File: src/sv/eelmm_pkg.sv
// Package for the element edge length min/max block.
// Holds widths, register indexes and the sequencer state type.
// No dependencies.
`timescale 1ns / 1ps
`default_nettype none

package eelmm_pkg;

  // Coordinate width taken from each 24-bit field (range 8..24)
  localparam int COORD_WIDTH = 24;
  localparam int FIELD_W     = 24;
  localparam int SQ_W        = 50;
  localparam int LEN_W       = 25;
  localparam int PROD_W      = 2 * COORD_WIDTH;
  localparam int ROOT_STEPS  = LEN_W;
  localparam int STEP_CNT_W  = $clog2(ROOT_STEPS);

  // APB register map
  localparam int  CFG_ADDR_W   = 3;
  localparam int  CFG_DATA_W   = 32;
  localparam logic REG_NUM_DIMS = 1'b0;
  localparam logic [1:0] NUM_DIMS_RESET = 2'd3;

  // Sequencer states
  typedef enum logic [2:0] {
    ST_IDLE,
    ST_SQUARE,
    ST_UPDATE,
    ST_ROOT_LOAD,
    ST_ROOT,
    ST_DONE
  } eelmm_state_t;

endpackage

`default_nettype wire

File: src/sv/element_edge_length_min_max.sv
// Element edge length min/max: one mesh edge per input transaction.
// A non-final edge holds in_ready low after accept while it is squared and compared.
// A final edge then adds two square roots, min first and max second, before out_valid
// rises. A new edge is taken only once the last is through, as the block shares its
// multiplier (one dimension per cycle) and its one-bit-per-cycle root unit.
// Reset (rst_n low, synchronous) clears the running state and sets num_dims to 3.
`timescale 1ns / 1ps
`default_nettype none

module element_edge_length_min_max
  import eelmm_pkg::*;
(
  input  wire logic                  clk,
  input  wire logic                  rst_n,
  // input channel
  input  wire logic                  in_valid,
  output logic                       in_ready,
  input  wire logic [FIELD_W-1:0]    in_a_x,
  input  wire logic [FIELD_W-1:0]    in_a_y,
  input  wire logic [FIELD_W-1:0]    in_a_z,
  input  wire logic [FIELD_W-1:0]    in_b_x,
  input  wire logic [FIELD_W-1:0]    in_b_y,
  input  wire logic [FIELD_W-1:0]    in_b_z,
  input  wire logic                  in_last_edge,
  // result channel
  output logic                       out_valid,
  input  wire logic                  out_ready,
  output logic [LEN_W-1:0]           out_min_len,
  output logic [LEN_W-1:0]           out_max_len,
  // configuration port
  input  wire logic                  cfg_psel,
  input  wire logic                  cfg_penable,
  input  wire logic                  cfg_pwrite,
  input  wire logic [CFG_ADDR_W-1:0] cfg_paddr,
  input  wire logic [CFG_DATA_W-1:0] cfg_pwdata,
  output logic [CFG_DATA_W-1:0]      cfg_prdata,
  output logic                       cfg_pready
);

  // |a - b| over the low COORD_WIDTH bits, taken as two's complement
  function automatic logic [COORD_WIDTH-1:0] abs_diff(input logic [FIELD_W-1:0] a,
                                                      input logic [FIELD_W-1:0] b);
    logic signed [COORD_WIDTH:0] sa;
    logic signed [COORD_WIDTH:0] sb;
    logic signed [COORD_WIDTH:0] d;
    logic        [COORD_WIDTH:0] mag;
    sa  = signed'({a[COORD_WIDTH-1], a[COORD_WIDTH-1:0]});
    sb  = signed'({b[COORD_WIDTH-1], b[COORD_WIDTH-1:0]});
    d   = sa - sb;
    mag = d[COORD_WIDTH] ? unsigned'(-d) : unsigned'(d);
    return mag[COORD_WIDTH-1:0];
  endfunction

  eelmm_state_t state_r, state_nxt;

  logic [1:0]             num_dims_r;
  logic [COORD_WIDTH-1:0] diff_r [3];
  logic                   last_r;
  logic                   first_r;
  logic [1:0]             dim_cnt_r;
  logic [PROD_W-1:0]      prod_r;
  logic [SQ_W-1:0]        acc_r;
  logic [SQ_W-1:0]        min_sq_r;
  logic [SQ_W-1:0]        max_sq_r;
  logic                   root_sel_r;
  logic [STEP_CNT_W-1:0]  step_r;
  logic [SQ_W-1:0]        rem_r;
  logic [SQ_W-1:0]        root_r;
  logic [SQ_W-1:0]        bit_r;
  logic [LEN_W-1:0]       min_len_r;
  logic                   out_valid_r;
  logic [LEN_W-1:0]       out_min_r;
  logic [LEN_W-1:0]       out_max_r;

  logic                   in_fire;
  logic                   cfg_wr;
  logic                   out_free;
  logic [COORD_WIDTH-1:0] mul_op;
  logic [SQ_W-1:0]        trial;
  logic                   root_take;

  assign in_fire   = in_valid && in_ready;
  assign cfg_wr    = cfg_psel && cfg_penable && cfg_pwrite && cfg_pready;
  assign out_free  = !out_valid_r || out_ready;
  assign mul_op    = diff_r[dim_cnt_r];
  assign trial     = root_r + bit_r;
  assign root_take = rem_r >= trial;

  // Configuration register
  assign cfg_pready = 1'b1;
  assign cfg_prdata = (cfg_paddr[CFG_ADDR_W-1:2] == {(CFG_ADDR_W-2){REG_NUM_DIMS}})
                      ? {{(CFG_DATA_W-2){1'b0}}, num_dims_r} : '0;

  always_ff @(posedge clk) begin
    if (!rst_n) begin
      num_dims_r <= NUM_DIMS_RESET;
    end else if (cfg_wr &&
                 cfg_paddr[CFG_ADDR_W-1:2] == {(CFG_ADDR_W-2){REG_NUM_DIMS}}) begin
      num_dims_r <= cfg_pwdata[1:0];
    end
  end

  // State register
  always_ff @(posedge clk) begin
    if (!rst_n) begin
      state_r <= ST_IDLE;
    end else begin
      state_r <= state_nxt;
    end
  end

  // Next state and handshake
  always_comb begin
    state_nxt = state_r;
    in_ready  = 1'b0;
    case (state_r)
      ST_IDLE: begin
        in_ready = 1'b1;
        if (in_valid) state_nxt = ST_SQUARE;
      end
      ST_SQUARE: begin
        if (dim_cnt_r == num_dims_r) state_nxt = ST_UPDATE;
      end
      ST_UPDATE: begin
        state_nxt = last_r ? ST_ROOT_LOAD : ST_IDLE;
      end
      ST_ROOT_LOAD: begin
        state_nxt = ST_ROOT;
      end
      ST_ROOT: begin
        if (step_r == STEP_CNT_W'(ROOT_STEPS - 1)) begin
          state_nxt = root_sel_r ? ST_DONE : ST_ROOT_LOAD;
        end
      end
      ST_DONE: begin
        if (out_free) state_nxt = ST_IDLE;
      end
      default: state_nxt = ST_IDLE;
    endcase
  end

  // Control flags
  always_ff @(posedge clk) begin
    if (!rst_n) begin
      first_r     <= 1'b1;
      root_sel_r  <= 1'b0;
      out_valid_r <= 1'b0;
    end else begin
      if (state_r == ST_UPDATE) first_r <= last_r;
      if (state_r == ST_ROOT && step_r == STEP_CNT_W'(ROOT_STEPS - 1)) begin
        root_sel_r <= !root_sel_r;
      end
      if (state_r == ST_DONE && out_free) begin
        out_valid_r <= 1'b1;
      end else if (out_ready) begin
        out_valid_r <= 1'b0;
      end
    end
  end

  // Datapath: capture, shared multiply/accumulate, min/max, shared root
  always_ff @(posedge clk) begin
    case (state_r)
      ST_IDLE: begin
        if (in_fire) begin
          diff_r[0] <= abs_diff(in_a_x, in_b_x);
          diff_r[1] <= abs_diff(in_a_y, in_b_y);
          diff_r[2] <= abs_diff(in_a_z, in_b_z);
          last_r    <= in_last_edge;
          dim_cnt_r <= 2'd0;
          acc_r     <= '0;
        end
      end
      ST_SQUARE: begin
        // product of the previous cycle lands in the sum
        if (dim_cnt_r != 2'd0) acc_r <= acc_r + SQ_W'(prod_r);
        if (dim_cnt_r != num_dims_r) begin
          prod_r    <= mul_op * mul_op;
          dim_cnt_r <= dim_cnt_r + 2'd1;
        end
      end
      ST_UPDATE: begin
        if (first_r) begin
          min_sq_r <= acc_r;
          max_sq_r <= acc_r;
        end else begin
          if (acc_r < min_sq_r) min_sq_r <= acc_r;
          if (acc_r > max_sq_r) max_sq_r <= acc_r;
        end
      end
      ST_ROOT_LOAD: begin
        rem_r  <= root_sel_r ? max_sq_r : min_sq_r;
        root_r <= '0;
        bit_r  <= SQ_W'(1) << (2 * (ROOT_STEPS - 1));
        step_r <= '0;
      end
      ST_ROOT: begin
        if (root_take) begin
          rem_r  <= rem_r - trial;
          root_r <= (root_r >> 1) + bit_r;
        end else begin
          root_r <= root_r >> 1;
        end
        bit_r  <= bit_r >> 2;
        step_r <= step_r + STEP_CNT_W'(1);
      end
      ST_DONE: begin
        if (out_free) begin
          out_min_r <= min_len_r;
          out_max_r <= root_r[LEN_W-1:0];
        end
      end
      default: ;
    endcase
    // keep the first root while the second one runs
    if (state_r == ST_ROOT_LOAD && root_sel_r) min_len_r <= root_r[LEN_W-1:0];
  end

  assign out_valid   = out_valid_r;
  assign out_min_len = out_min_r;
  assign out_max_len = out_max_r;

endmodule

`default_nettype wire

File: config.mk
export PLATFORM = sky130hd
export DESIGN_NAME = element_edge_length_min_max
export DESIGN_NICKNAME = d
export VERILOG_FILES = /design/src/sv/eelmm_pkg.sv /design/src/sv/element_edge_length_min_max.sv
export SDC_FILE = /design/constraint.sdc
export NUM_CORES = 2
export LEC_CHECK = 0
export ABC_AREA = 1
export BUFFER_PORTS_ARGS = -buffer_cell sky130_fd_sc_hd__buf_4
export CORE_UTILIZATION = 60
export CTS_BUF_LIST = sky130_fd_sc_hd__clkbuf_8
export CTS_CLUSTER_DIAMETER = 120
export DETAILED_ROUTE_END_ITERATION = 8
export PLACE_DENSITY = 0.84
export SLEW_MARGIN = 20
export SYNTH_ARGS = -nofsm -noshare
export SYNTH_HDL_FRONTEND = slang
export SYNTH_SLANG_ARGS = --single-unit
export TNS_END_PERCENT = 20
File: constraint.sdc
create_clock -name clk -period 9.2 [get_ports clk]
set_input_delay 1.38 -clock clk [delete_from_list [all_inputs] [get_ports clk]]
set_output_delay 1.38 -clock clk [all_outputs]
set_load 0.005 [all_outputs]
==> impl_metrics.toml <==
[detailed_routing]
first_iter_violations = 4013
post_drt_wl_per_cell_um = 18.1
drc = 0
vias_per_cell = 5.57
ant_nets = 0
wl_um = 163000
dr.pass1.iters = 6
vias = 50200

[grt]
grt_pass1_wl_um = 261000
gr-usage-all-layers_pct = 34.9
grt_pass1_vias = 50900
antenna_found_initial = 1
grt_max_degree = 97
overflow = 0

[clock_network]
clk_latency_ns = 0.73
cts_made_buffers = 80
cts_tree = "built"
cts_sinks = 487
postCtsSetupBuffers = 0
cts_resized = 0
clk_path_buf_depth = 3
cts.clk_slew.worst_paths_ns = 0.06
hold_buffers = 0
cts_htree_levels = 3
cts-root-buf = "clkbuf_8"

[die]
coreArea_mm2 = 0.0922
pin_count = 272
die-width_um = 308
dieArea_mm2 = 0.0948
start_util_pct = 60.9
die_y_um = 308
fp-row-count = 111

[logic_synthesis]
synth_area_leaders = "edfxtp_1, fa_1, nand2_1"
yosys.area.top_type = "edfxtp_1"
synth_edf_count = 477
synth_flop_cell = "edfxtp_1"
syn_inst = 7469
synth_top_cell_area_share_pct = 25.5
synth_area_mm2 = 0.0561
ys_seq_area_share_pct = 25.9
synth.distinct_cells = 58
yosysWarnings = 0
syn_avg_cell_area_um2 = 7.51
async_flop_share_pct = 0
ys_seq_elements = 487

[timing]
period_needed_ns = 8.41
finalHoldViolCount = 0
fin_skew_ns = 0.0659
slew_headroom_pct = 33.4
final_max_slew_viol_count = 0
worst_slack_ns = 0.788
finalSetupViolations = 0
period_share_pct = 91.4
rsz0062_at_grt = "no"
holdWs_ns = 0.418
clock.fmax_ghz = 0.119
finalSetupTns_ns = 0
worstMarginPinSlew_ns = 0.998

[finish]
fin_nets = 8827
drive_gt1_share_pct = 6.67
syn_to_final_growth_pct = 8.23
fin_area_mm2 = 0.0607
nFillCells = 7955
layout_commonest_cell = "nand2_1"
final_cell_mix = "nand2_1, inv_1, nor2_1, ha_1, edfxtp_1"

[placement]
hpwlAfterDp_um = 134000
io_buffers = 208
postPlaceCellArea_mm2 = 0.0592
globalplace.congestion = 1.02
preCtsSetupSlack_ns = 0.925

[outcome]
status = "complete, no violations"

[setup_path]
worstPathArrival_ns = 8.94
critPathRequiredTime_ns = 9.73
cp_slowest_stage_delay_ns = 0.61
cp_slowest_cell = "inv_2"
crit_type = "flip-flop to flip-flop"
endpoint_kind = "flip-flop"
critPathMaxFanout = 46
start_kind = "flip-flop"

[job]
cap_violations = 0

[hold_path]
hold_class = "flip-flop to flip-flop"
## flip-flops by register name, summed over array words and instances (netlist names), named ones only
register	cells
diff_r	72
acc_r	50
max_sq_r	50
min_sq_r	50
rem_r	50
root_r	50
prod_r	47
bit_r	25
min_len_r	25
out_max_len	25
out_min_len	25
step_r	5
state_r	3
dim_cnt_r	2
num_dims_r	2
first_r	1
last_r	1
out_valid	1
root_sel_r	1
## routing by layer
layer,GRT usage (%),wire length (um),up-vias
met2,60.7,78500,1960
met5,0,0,-
met4,18.7,9770,0
met1,41.5,63200,23600
li1,-,-,24200
met3,5.33,11600,563
## worst paths after layout
| check | cells past startpoint | startpoint | slack, ns | end |
|---|---|---|---|---|
| min | 0 | min_len_r[2] | 0.42 | out_min_len[2] |
| max reg2reg | 28 | flip-flop | 0.79 | prod_r[45] |
| min reg2reg | 0 | min_len_r[2] | 0.42 | out_min_len[2] |
| max | 28 | flip-flop | 0.79 | prod_r[45] |
## kinds of logic (layout without fill, tap and decap cells)
group,Yosys count,in the layout,synth area share [%]
compound gates,998,998,9.85
xor+xnor,200,200,3.17
fa+ha+maj,922,922,26.3
buf+inv,1696,1977,11.7
flops,487,487,25.9
other cells,2,34,0.0134
simple gates,3164,3164,23.1
## worst max-delay path: cells and delay by family, from the launching register on
kind / cells / cell delay [ns]
adder cells (fa/ha/maj): 8 / 3.94
AND/OR/NAND/NOR: 8 / 1.60
flip-flops: 1 / 0.33
AO/OA/AOI/OAI: 2 / 0.61
buffers and inverters: 9 / 1.58
XOR/XNOR: 1 / 0.18
## synth_stat cells (37+ instances only)
| master | n |
|---|---|
| a21oi_1 | 405 |
| buf_4 | 37 |
| clkbuf_1 | 54 |
| edfxtp_1 | 477 |
| fa_1 | 426 |
| ha_1 | 496 |
| inv_1 | 1529 |
| nand2_1 | 1678 |
| nand3_1 | 355 |
| nand4_1 | 63 |
| nor2_1 | 866 |
| nor3_1 | 65 |
| o211ai_1 | 40 |
| o21ai_0 | 331 |
| o21ai_1 | 50 |
| xnor2_1 | 70 |
| xor2_1 | 126 |
## area by class of cell
| type | count | area, um2 | share of cell area (%) |
|---|---|---|---|
| Tap cell | 1243 | 1560 | 2.56 |
| Sequential cell | 487 | 14500 | 23.9 |
| Clock inverter | 59 | 404 | 0.665 |
| Timing Repair Buffer | 265 | 1990 | 3.28 |
| Multi-Input combinational cell | 5315 | 35200 | 58.0 |
| Clock buffer | 84 | 1160 | 1.90 |
| Inverter | 1569 | 5890 | 9.70 |
| Antenna cell | 3 | 7.51 | 0.0124 |
## through the flow
step                      utilization, %  std cells
after CTS                           65.8       9022
after detailed placement            64.2       8879
after global routing                65.9       9023
final                               65.9       9025
after global placement              64.2       8879
after floorplan                        -       7498
Power is left out: the tool's default activity adds up to more than one toggle a clock period on the data nets, which glitch-free logic cannot reach.
